File: src/sv/voxel_grid_ray_traversal_unit_defines.svh
// Assertion macros for the voxel grid ray traversal unit.
`ifndef VOXEL_GRID_RAY_TRAVERSAL_UNIT_DEFINES_SVH
`define VOXEL_GRID_RAY_TRAVERSAL_UNIT_DEFINES_SVH
`ifndef SYNTHESIS
// Condition that must hold at every clock edge out of reset.
`define VGRT_ASSERT_ALWAYS(label, cond) \
  label: assert property (@(posedge clk) disable iff (!rst_n) (cond)) \
    else $error("vgrt assertion failed");
// Condition that must hold in the cycle after the trigger.
`define VGRT_ASSERT_NEXT(label, trig, cond) \
  label: assert property (@(posedge clk) disable iff (!rst_n) (trig) |=> (cond)) \
    else $error("vgrt assertion failed");
`else
`define VGRT_ASSERT_ALWAYS(label, cond)
`define VGRT_ASSERT_NEXT(label, trig, cond)
`endif
`endif

File: src/sv/vgrt_pkg.sv
// Package with types and codes of the voxel grid ray traversal unit.
`timescale 1ns / 1ps
`default_nettype none
package vgrt_pkg;

  localparam int DW = 32;

  // Input commands.
  localparam logic [1:0] CMD_LOAD     = 2'd0;
  localparam logic [1:0] CMD_STEP     = 2'd1;
  localparam logic [1:0] CMD_STEP_HIT = 2'd2;
  localparam logic [1:0] CMD_QUERY    = 2'd3;

  // Configuration register indexes.
  localparam logic [2:0] REG_SIZE_X  = 3'd0;
  localparam logic [2:0] REG_SIZE_Y  = 3'd1;
  localparam logic [2:0] REG_SIZE_Z  = 3'd2;
  localparam logic [2:0] REG_CELLS_X = 3'd3;
  localparam logic [2:0] REG_CELLS_Y = 3'd4;
  localparam logic [2:0] REG_CELLS_Z = 3'd5;

  // Per-axis step codes.
  localparam logic [1:0] ST_ZERO = 2'b00;
  localparam logic [1:0] ST_POS  = 2'b01;
  localparam logic [1:0] ST_NEG  = 2'b11;

  localparam logic signed [DW-1:0] Q_MAX = 32'sh7FFF_FFFF;
  localparam logic signed [DW-1:0] Q_MIN = 32'sh8000_0000;

  typedef enum logic [4:0] {
    S_IDLE, S_LD_T, S_LD_SP, S_DIV, S_LD_CL, S_LD_LO, S_LD_BD, S_LD_B2,
    S_LD_DL, S_LD_NX, S_LD_EX, S_Q1, S_Q2, S_Q3, S_STEP,
    S_IX0, S_IX1, S_IX2, S_IX3, S_OUT
  } state_t;

  // Magnitude of a signed word; the most negative value maps to 2^31.
  function automatic logic [DW-1:0] mag32(input logic signed [DW-1:0] v);
    logic [DW:0] w;
    w = v[DW-1] ? ((DW+1)'(0) - {v[DW-1], v}) : {v[DW-1], v};
    return w[DW-1:0];
  endfunction

endpackage
`default_nettype wire

File: src/sv/voxel_grid_ray_traversal_unit.sv
// Voxel grid ray traversal unit: 3D DDA walker with a shared multiplier and divider.
// A step or query passes through S_STEP to S_OUT; a step that moves the walk also passes S_IX0-S_IX3.
// A ray load runs per axis a bit-serial divider for the start voxel and three fixed-point
// products on the shared 32x32 multiplier, less where the start point is negative or the direction is zero.
// One item at a time; the next item is taken in the cycle after the result is taken.
// Reset (synchronous, active low) clears the walk state and loads default registers.
`timescale 1ns / 1ps
`default_nettype none
`include "voxel_grid_ray_traversal_unit_defines.svh"
module voxel_grid_ray_traversal_unit #(
  parameter int MAX_CELLS_PER_AXIS = 256,
  parameter int FRAC_BITS = 16
) (
  input  wire logic        clk,
  input  wire logic        rst_n,
  input  wire logic        cfg_we,
  input  wire logic [2:0]  cfg_index,
  input  wire logic [30:0] cfg_wdata,
  input  wire logic        in_valid,
  output      logic        in_ready,
  input  wire logic [1:0]  in_cmd,
  input  wire logic signed [31:0] in_org_x,
  input  wire logic signed [31:0] in_org_y,
  input  wire logic signed [31:0] in_org_z,
  input  wire logic signed [31:0] in_dir_x,
  input  wire logic signed [31:0] in_dir_y,
  input  wire logic signed [31:0] in_dir_z,
  input  wire logic signed [31:0] in_inv_x,
  input  wire logic signed [31:0] in_inv_y,
  input  wire logic signed [31:0] in_inv_z,
  input  wire logic signed [31:0] in_t_start,
  input  wire logic signed [31:0] in_hit_dist,
  output      logic        out_valid,
  input  wire logic        out_ready,
  output      logic [23:0] out_voxel_index,
  output      logic signed [31:0] out_t_exit,
  output      logic        out_done_res,
  output      logic        out_hit
);
  import vgrt_pkg::*;

  localparam int CW = (MAX_CELLS_PER_AXIS > 1) ? $clog2(MAX_CELLS_PER_AXIS) : 1;
  localparam int NW = $clog2(MAX_CELLS_PER_AXIS + 1);

  state_t state_r, state_nxt, ret_r;

  // Configuration registers.
  logic [30:0] vs_r [0:2];
  logic [8:0]  cells_r [0:2];
  logic [30:0] vs_eff [0:2];
  logic [NW-1:0] n_eff [0:2];

  // Latched item.
  logic [1:0] cmd_r;
  logic signed [31:0] org_r [0:2];
  logic signed [31:0] dir_r [0:2];
  logic signed [31:0] inv_r [0:2];
  logic signed [31:0] t_r, hitd_r;

  // Walk state.
  logic [CW-1:0] cell_r [0:2];
  logic [1:0] sgn_r [0:2];
  logic signed [31:0] nb_r [0:2];
  logic signed [31:0] delta_r [0:2];
  logic signed [31:0] exit_r;
  logic [23:0] cur_index_r;
  logic active_r, res_done_r, res_hit_r;
  logic [1:0] ax_r;

  // Shared multiplier and product accumulator.
  logic [31:0] mul_a, mul_b;
  logic [63:0] prod_r, acc_r, zterm_r;
  logic [42:0] qa_r;
  logic [31:0] qb_r;
  logic qneg_r;
  logic signed [31:0] qres_r;

  // Divider.
  logic [31:0] rem_r, quo_r;
  logic [4:0] cnt_r;

  // Effective register values.
  always_comb begin
    for (int a = 0; a < 3; a++) begin
      vs_eff[a] = (vs_r[a] == 31'd0) ? 31'd1 : vs_r[a];
      if (cells_r[a] == 9'd0) begin
        n_eff[a] = NW'(1);
      end else if (int'(cells_r[a]) > MAX_CELLS_PER_AXIS) begin
        n_eff[a] = NW'(MAX_CELLS_PER_AXIS);
      end else begin
        n_eff[a] = NW'(cells_r[a]);
      end
    end
  end

  // Final stage of a fixed-point product: shift, truncate and saturate.
  logic [74:0] qfull;
  logic qbig;
  logic [30:0] qmag;
  logic signed [31:0] qval;
  always_comb begin
    qfull = {prod_r[52:0], 22'b0} + {11'b0, acc_r};
    qbig  = (|qfull[74:31+FRAC_BITS]) || (qa_r[42] && (qb_r != 32'd0));
    qmag  = qfull[30+FRAC_BITS:FRAC_BITS];
    if (qbig) begin
      qval = qneg_r ? Q_MIN : Q_MAX;
    end else if (qneg_r) begin
      qval = -$signed({1'b0, qmag});
    end else begin
      qval = $signed({1'b0, qmag});
    end
  end

  // Start point and divider step.
  logic signed [32:0] sp;
  logic [31:0] dshift;
  logic dge;
  always_comb begin
    sp     = {org_r[ax_r][31], org_r[ax_r]} + {qres_r[31], qres_r};
    dshift = {rem_r[30:0], quo_r[31]};
    dge    = dshift >= {1'b0, vs_eff[ax_r]};
  end

  // Boundary operand for the current axis.
  logic [41:0] lo;
  logic signed [43:0] bnd;
  logic [43:0] bnd_mag;
  always_comb begin
    lo  = prod_r[41:0];
    bnd = $signed({2'b0, lo}) - 44'(org_r[ax_r]);
    if (sgn_r[ax_r] == ST_POS) begin
      bnd = bnd + $signed({13'b0, vs_eff[ax_r]});
    end
    bnd_mag = bnd[43] ? (44'd0 - bnd) : bnd;
  end

  // Step decision: axis choice, neighbour cell and boundary advance.
  logic [1:0] sel_ax;
  logic [CW:0] cell_up;
  logic off_grid, hit_ok, step_move;
  logic signed [32:0] nsum;
  logic signed [31:0] nb_adv;
  always_comb begin
    if (nb_r[0] < nb_r[1]) begin
      sel_ax = (nb_r[0] < nb_r[2]) ? 2'd0 : 2'd2;
    end else begin
      sel_ax = (nb_r[1] < nb_r[2]) ? 2'd1 : 2'd2;
    end
    cell_up = {1'b0, cell_r[sel_ax]} + (CW+1)'(1);
    // A shrunken grid can leave the cell beyond the new far edge.
    if (sgn_r[sel_ax] == ST_NEG) begin
      off_grid = (cell_r[sel_ax] == CW'(0)) ||
                 (12'(cell_r[sel_ax]) > 12'(n_eff[sel_ax]));
    end else begin
      off_grid = (12'(cell_up) >= 12'(n_eff[sel_ax]));
    end
    hit_ok = (cmd_r == CMD_STEP_HIT) && (hitd_r <= exit_r);
    step_move = (cmd_r != CMD_QUERY) && active_r && !hit_ok &&
                (sgn_r[sel_ax] != ST_ZERO) && !off_grid;
    nsum = {nb_r[sel_ax][31], nb_r[sel_ax]} + {delta_r[sel_ax][31], delta_r[sel_ax]};
    if (nsum[32] != nsum[31]) begin
      nb_adv = nsum[32] ? Q_MIN : Q_MAX;
    end else begin
      nb_adv = nsum[31:0];
    end
  end

  // Next state.
  always_comb begin
    state_nxt = state_r;
    unique case (state_r)
      S_IDLE:  if (in_valid) state_nxt = (in_cmd == CMD_LOAD) ? S_LD_T : S_STEP;
      S_LD_T:  state_nxt = S_Q1;
      S_Q1:    state_nxt = S_Q2;
      S_Q2:    state_nxt = S_Q3;
      S_Q3:    state_nxt = ret_r;
      S_LD_SP: state_nxt = sp[32] ? S_LD_LO : S_DIV;
      S_DIV:   if (cnt_r == 5'd31) state_nxt = S_LD_CL;
      S_LD_CL: state_nxt = S_LD_LO;
      S_LD_LO: state_nxt = S_LD_BD;
      S_LD_BD: state_nxt = (sgn_r[ax_r] == ST_ZERO) ? S_LD_NX : S_Q1;
      S_LD_B2: state_nxt = S_Q1;
      S_LD_DL: state_nxt = S_LD_NX;
      S_LD_NX: state_nxt = (ax_r == 2'd2) ? S_LD_EX : S_LD_T;
      S_LD_EX: state_nxt = S_IX0;
      S_STEP:  state_nxt = step_move ? S_IX0 : S_OUT;
      S_IX0:   state_nxt = S_IX1;
      S_IX1:   state_nxt = S_IX2;
      S_IX2:   state_nxt = S_IX3;
      S_IX3:   state_nxt = S_OUT;
      S_OUT:   if (out_ready) state_nxt = S_IDLE;
      default: state_nxt = S_IDLE;
    endcase
  end

  // Handshake and multiplier operand selection.
  always_comb begin
    in_ready  = (state_r == S_IDLE);
    out_valid = (state_r == S_OUT);
    mul_a = 32'd0;
    mul_b = 32'd0;
    unique case (state_r)
      S_Q1: begin
        mul_a = {10'b0, qa_r[21:0]};
        mul_b = qb_r;
      end
      S_Q2: begin
        mul_a = {11'b0, qa_r[42:22]};
        mul_b = qb_r;
      end
      S_LD_LO: begin
        mul_a = 32'(cell_r[ax_r]);
        mul_b = {1'b0, vs_eff[ax_r]};
      end
      S_IX0: begin
        mul_a = 32'(n_eff[0]);
        mul_b = 32'(n_eff[1]);
      end
      S_IX1: begin
        mul_a = 32'(cell_r[2]);
        mul_b = prod_r[31:0];
      end
      S_IX2: begin
        mul_a = 32'(cell_r[1]);
        mul_b = 32'(n_eff[0]);
      end
      default: begin
        mul_a = 32'd0;
        mul_b = 32'd0;
      end
    endcase
  end

  assign out_voxel_index = cur_index_r;
  assign out_t_exit      = exit_r;
  assign out_done_res    = res_done_r;
  assign out_hit         = res_hit_r;

  // Shared multiplier with registered product.
  always_ff @(posedge clk) begin
    prod_r <= 64'(mul_a) * 64'(mul_b);
  end

  // Control state and configuration registers.
  always_ff @(posedge clk) begin
    if (!rst_n) begin
      state_r <= S_IDLE;
      for (int a = 0; a < 3; a++) begin
        vs_r[a]    <= 31'd65536;
        cells_r[a] <= 9'd1;
      end
    end else begin
      state_r <= state_nxt;
      if (cfg_we) begin
        unique case (cfg_index)
          REG_SIZE_X:  vs_r[0] <= cfg_wdata;
          REG_SIZE_Y:  vs_r[1] <= cfg_wdata;
          REG_SIZE_Z:  vs_r[2] <= cfg_wdata;
          REG_CELLS_X: cells_r[0] <= cfg_wdata[8:0];
          REG_CELLS_Y: cells_r[1] <= cfg_wdata[8:0];
          REG_CELLS_Z: cells_r[2] <= cfg_wdata[8:0];
          default: ;
        endcase
      end
    end
  end

  // Item capture and scratch registers of the sequencer.
  always_ff @(posedge clk) begin
    if (state_r == S_IDLE && in_valid) begin
      cmd_r    <= in_cmd;
      org_r[0] <= in_org_x;
      org_r[1] <= in_org_y;
      org_r[2] <= in_org_z;
      dir_r[0] <= in_dir_x;
      dir_r[1] <= in_dir_y;
      dir_r[2] <= in_dir_z;
      inv_r[0] <= in_inv_x;
      inv_r[1] <= in_inv_y;
      inv_r[2] <= in_inv_z;
      t_r      <= in_t_start;
      hitd_r   <= in_hit_dist;
    end
    case (state_r)
      S_LD_T: begin
        qa_r   <= (t_r > 32'sd0) ? {11'b0, t_r[31:0]} : 43'd0;
        qb_r   <= mag32(dir_r[ax_r]);
        qneg_r <= dir_r[ax_r][31];
        ret_r  <= S_LD_SP;
      end
      S_Q2: acc_r <= prod_r;
      S_Q3: qres_r <= qval;
      S_LD_SP: begin
        rem_r <= 32'd0;
        quo_r <= sp[31:0];
        cnt_r <= 5'd0;
      end
      S_DIV: begin
        rem_r <= dge ? (dshift - {1'b0, vs_eff[ax_r]}) : dshift;
        quo_r <= {quo_r[30:0], dge};
        cnt_r <= cnt_r + 5'd1;
      end
      S_LD_BD: begin
        qa_r   <= bnd_mag[42:0];
        qb_r   <= mag32(inv_r[ax_r]);
        qneg_r <= bnd[43] ^ inv_r[ax_r][31];
        ret_r  <= S_LD_B2;
      end
      S_LD_B2: begin
        qa_r   <= {12'b0, vs_eff[ax_r]};
        qb_r   <= mag32(inv_r[ax_r]);
        qneg_r <= inv_r[ax_r][31];
        ret_r  <= S_LD_DL;
      end
      S_IX2: zterm_r <= prod_r;
      default: ;
    endcase
  end

  // Walk state updates.
  always_ff @(posedge clk) begin
    if (!rst_n) begin
      for (int a = 0; a < 3; a++) begin
        cell_r[a]  <= CW'(0);
        sgn_r[a]   <= ST_ZERO;
        nb_r[a]    <= Q_MAX;
        delta_r[a] <= 32'sd0;
      end
      exit_r      <= Q_MAX;
      cur_index_r <= 24'd0;
      active_r    <= 1'b0;
      res_done_r  <= 1'b0;
      res_hit_r   <= 1'b0;
      ax_r        <= 2'd0;
    end else begin
      case (state_r)
        S_IDLE: ax_r <= 2'd0;
        S_LD_T: begin
          if (dir_r[ax_r] > 32'sd0) begin
            sgn_r[ax_r] <= ST_POS;
          end else if (dir_r[ax_r] < 32'sd0) begin
            sgn_r[ax_r] <= ST_NEG;
          end else begin
            sgn_r[ax_r] <= ST_ZERO;
          end
        end
        S_LD_SP: if (sp[32]) cell_r[ax_r] <= CW'(0);
        S_LD_CL: begin
          if (quo_r >= 32'(n_eff[ax_r])) begin
            cell_r[ax_r] <= CW'(n_eff[ax_r] - NW'(1));
          end else begin
            cell_r[ax_r] <= quo_r[CW-1:0];
          end
        end
        S_LD_BD: begin
          if (sgn_r[ax_r] == ST_ZERO) begin
            nb_r[ax_r]    <= Q_MAX;
            delta_r[ax_r] <= 32'sd0;
          end
        end
        S_LD_B2: nb_r[ax_r] <= qres_r;
        S_LD_DL: begin
          if (sgn_r[ax_r] == ST_POS) begin
            delta_r[ax_r] <= qres_r;
          end else begin
            delta_r[ax_r] <= (qres_r == Q_MIN) ? Q_MAX : -qres_r;
          end
        end
        S_LD_NX: ax_r <= ax_r + 2'd1;
        S_LD_EX: begin
          if (nb_r[1] < nb_r[0] && nb_r[1] <= nb_r[2]) begin
            exit_r <= nb_r[1];
          end else if (nb_r[2] < nb_r[0] && nb_r[2] < nb_r[1]) begin
            exit_r <= nb_r[2];
          end else begin
            exit_r <= nb_r[0];
          end
          active_r   <= 1'b1;
          res_done_r <= 1'b0;
          res_hit_r  <= 1'b0;
        end
        S_STEP: begin
          res_hit_r <= 1'b0;
          if (cmd_r == CMD_QUERY) begin
            res_done_r <= !active_r;
          end else if (!active_r) begin
            res_done_r <= 1'b1;
          end else if (hit_ok) begin
            active_r   <= 1'b0;
            res_done_r <= 1'b1;
            res_hit_r  <= 1'b1;
          end else if (!step_move) begin
            active_r   <= 1'b0;
            res_done_r <= 1'b1;
          end else begin
            res_done_r <= 1'b0;
            if (sgn_r[sel_ax] == ST_NEG) begin
              cell_r[sel_ax] <= cell_r[sel_ax] - CW'(1);
            end else begin
              cell_r[sel_ax] <= cell_up[CW-1:0];
            end
            nb_r[sel_ax] <= nb_adv;
            exit_r       <= nb_adv;
          end
        end
        S_IX3: cur_index_r <= 24'(64'(cell_r[0]) + prod_r + zterm_r);
        default: ;
      endcase
    end
  end

  // Checks on the sequencer and result flags.
  `VGRT_ASSERT_ALWAYS(a_no_overlap, !(in_ready && out_valid))
  `VGRT_ASSERT_NEXT(a_ready_after_out, out_valid && out_ready, in_ready)
  `VGRT_ASSERT_ALWAYS(a_hit_ends_walk, !(out_valid && out_hit) || out_done_res)
  `VGRT_ASSERT_NEXT(a_load_starts_walk, in_valid && in_ready && in_cmd == CMD_LOAD, !out_valid)

endmodule
`default_nettype wire
File: config.mk
export PLATFORM = sky130hd
export DESIGN_NAME = voxel_grid_ray_traversal_unit
export DESIGN_NICKNAME = d
export VERILOG_FILES = /design/src/sv/vgrt_pkg.sv /design/src/sv/voxel_grid_ray_traversal_unit.sv
export VERILOG_INCLUDE_DIRS = /design/src /design/src/sv
export SDC_FILE = /design/constraint.sdc
export NUM_CORES = 2
export LEC_CHECK = 0
export ABC_CLOCK_PERIOD_IN_PS = 10400
export BUFFER_PORTS_ARGS = -buffer_cell sky130_fd_sc_hd__clkbuf_2
export CORE_UTILIZATION = 57
export DETAILED_ROUTE_END_ITERATION = 10
export GPL_ROUTABILITY_DRIVEN = 0
export PLACE_DENSITY_LB_ADDON = 0.1
export SLEW_MARGIN = 20
export SYNTH_ARGS = -nofsm -noshare
export SYNTH_HDL_FRONTEND = slang
export SYNTH_SLANG_ARGS = --single-unit
export TNS_END_PERCENT = 50
File: constraint.sdc
create_clock -name clk -period 10.4 [get_ports clk]
set_clock_uncertainty 0.1 [all_clocks]
set_input_delay 1.56 -clock clk [delete_from_list [all_inputs] [get_ports clk]]
set_output_delay 1.56 -clock clk [all_outputs]
set_load 0.005 [all_outputs]
==> out/results.tsv <==
metric	value	unit
fmax	0.0974	GHz
arrival time worst endpoint	10.81	ns
DRT Pass-1 Iters	10	
crit start category	flop	
Yosys top cell by area	edfxtp_1	
Std-Cell Core Area	0.152	mm²
Overall Global Routing Usage	0.390	
worst skew pair latency	0.79	ns
synthesized area	0.0875	mm²
Synthesis Warnings	0	
TritonCTS Buffers	115	
Post-DRT Antenna Nets	0	
Final Hold Viols	0	
Peak VDD IR	181	µV
cells after synthesis	9106	
delay-heaviest family, CP	adder cells	
hold buffers post-CTS	0	
die area	0.155	mm²
CP peak stage delay	0.64	ns
CTS clk-pin slew, worst paths	0.06	ns
Starting DRT DRC Count	8283	
status	completed	
initial antenna violation count	38	
FF+latch count, synth	1075	
I/O pin cnt	453	
port bufs	452	
ys async rst share	0	
Synth Flop Type	edfxtp_1	
endpoints failing setup	0	
CTS root buf	clkbuf_16	
vias	74400	
Cell Rows	143	
vias in the first global route	72100	
nets	11100	
HPWL Detailed	240	mm
Starting Density	0.575	
total gr overflow	0	
CTS sink cnt	1075	
layout cell share with drive strength beyond 1	0.111	
Residual DRC	0	
Final Max Slew Viols	0	
Die W	394	µm
post-CTS setup buffers	0	
largest net degree at the start of global routing	171	
average routed wire per standard cell	26.1	µm
Critical R2R Launch	state_r[1]	
most instantiated library cell after synthesis	nand2_1	
most common library cells after synthesis	nand2_1, edfxtp_1, inv_1	
critical path peak fanout	17	
wirelength, routed	306	mm
Avg Inst Size Synth	9.61	µm²
CP Depth	34	
first-pass GRT wire length	451	mm
clk buf depth	3	
top cells by area in the synthesized netlist	edfxtp_1, fa_1, ha_1	
Final min period	10.26	ns
Worst Setup Path Type	reg2reg	
max-cap viol count	0	
Lkg Pwr	41.2	nW
Vias/cell	6.35	
Syn-to-layout area delta	11.0	%
worst flop-to-flop path endpoint	prod_r[56]	
Design Power	16.9	mW
Synth cell types	120	
Hold Path Class	reg2reg	
slowest CP cell	a21boi_0	
CTS tree	done	
Cells on Worst Hold Path	0	
critical path data required time	10.95	ns
buffers and inverters on the worst path	6	
hold wc startpoint	prod_r[55]	
hold slack	0.307	ns
Die Span Y	394	µm
Hold Path Sink	acc_r[55]	
Slew HR	0.135	
Cell Pwr Density	174	mW/mm²
sequential-to-total area share from yosys stat	0.355	
Worst-Margin Slew	1.28	ns
cell mode on critical path	fa_1	
R2R Setup Slk	0.14	ns
nature of the critical path endpoint	flop	
crit share post-route	0.987	
Worst Reg2Reg Path Length in Cells	34	
post-synthesis net count	10700	
top cell type's share of synthesized area	0.326	
number of synthesized flops with an enable pin	950	
H-tree depth	3	
-- cells by family (layout without fill, tap and decap cells) --
family	Yosys count	after routing	share of synthesized area
AOI/OAI and AO/OA	1965	1965	0.146
xor gates and xnor gates	351	351	0.0352
adders and majority gates	1210	1210	0.226
buffers and inverters	1361	1906	0.0597
DFF	1075	1075	0.355
muxes	240	240	0.0290
other	0	32	0
and+or+nand+nor	2904	2904	0.149
-- worst max path at each step --
| stage | to | slack, ns | start |
|---|---|---|---|
| floorplan | prod_r[54] | 0.35 | state_r[2] |
| global placement | prod_r[55] | 0.48 | vs_r[0][54] |
| detailed placement | prod_r[56] | 0.38 | vs_r[0][54] |
| CTS | prod_r[55] | 0.24 | vs_r[0][78] |
| global route | prod_r[55] | -0.04 | vs_r[0][52] |
| finish | prod_r[56] | 0.14 | state_r[1] |
-- state kept, by name, indices dropped and copies added, names as in the netlist, 8 cells and up, named ones only --
| signal | count |
|---|---|
| acc_r | 41 |
| cell_r | 32 |
| cells_r | 27 |
| delta_r | 96 |
| dir_r | 96 |
| hitd_r | 32 |
| inv_r | 96 |
| nb_r | 96 |
| org_r | 96 |
| out_t_exit | 32 |
| out_voxel_index | 24 |
| prod_r | 57 |
| qa_r | 43 |
| qb_r | 32 |
| qres_r | 32 |
| quo_r | 32 |
| rem_r | 31 |
| sgn_r | 8 |
| t_r | 32 |
| vs_r | 93 |
| zterm_r | 24 |
-- timing repair --
item,4_1_cts,5_1_grt
endpoints found under the setup margin,0,11
endpoints found under the hold margin,0,0
gates resized for setup,0,14
-- power breakdown --
| part | internal, mW | total, mW | leakage, nW | switching [mW] |
|---|---|---|---|---|
| Combinational | 2.21 | 6.56 | 29.6 | 4.35 |
| Sequential | 5.57 | 6.06 | 9.75 | 0.494 |
| Clock | 2.40 | 4.27 | 1.88 | 1.87 |
| Total | 10.2 | 16.9 | 41.2 | 6.72 |
-- metal layers --
layer	routed length, µm	global-route usage	part of all wire	up-vias
met2	134000	0.594	0.44	4586
met3	37000	0.128	0.12	1216
met4	25700	0.270	0.084	30
met5	491	0.00770	0.0016	-
li1	-	-	-	32700
met1	109000	0.467	0.36	35800
-- worst register-to-register path, delay by kind of cell (launching register included) --
family	cells	cell delay (ns)
adder cells (fa/ha/maj)	8	3.86
AO/OA/AOI/OAI	13	3.33
AND/OR/NAND/NOR	7	1.65
buffers and inverters	6	0.69
flip-flops	1	0.56
-- area by class of cell --
type | instances | area (µm²)
diodes | 32 | 80.1
clock buffers | 131 | 2940
clock inverters | 88 | 948
fillers | 12600 | 55000
inverters | 951 | 3570
multi-input cells | 6670 | 51500
flip-flops and latches | 1075 | 31000
well taps | 2030 | 2540
repair buffers | 736 | 4500
-- stage by stage --
step,cell area [µm²],utilization,cells,setup TNS (ns),setup WS [ns]
5_1_grt,97000,0.638,11700,-0.0711,-0.0449
2_1_floorplan,87500,-,9106,0,0.349
3_3_place_gp,93100,0.612,11500,0,0.484
3_5_place_dp,93100,0.612,11500,0,0.376
6_report,97100,0.639,11700,0,0.137
4_1_cts,97000,0.638,11700,0,0.237
-- placed cells by master, fill, tap and decap left out, types with 39 or more instances in the layout --
cell type and instances:
nand2_1 1083, edfxtp_1 950, inv_1 945, nor2_1 900
fa_1 614, a21oi_1 601, ha_1 590, clkbuf_2 451
o21ai_0 292, buf_4 275, mux2i_1 224, xnor2_1 220
a21o_1 200, nand3_1 151, a31oi_1 130, xor2_1 129
nor3_1 127, dfxtp_1 121, and2_1 120, clkbuf_16 115
o21a_1 90, nand4_1 84, nand2b_1 69, nor4_1 68
nor2b_1 60, and3_1 58, a211oi_1 53, o211ai_1 51
a22oi_1 47, o21bai_1 47, o22ai_1 45, or3_1 42
o21ai_1 39, o221ai_1 39
Note: power is estimated with default switching activity, not from simulation.
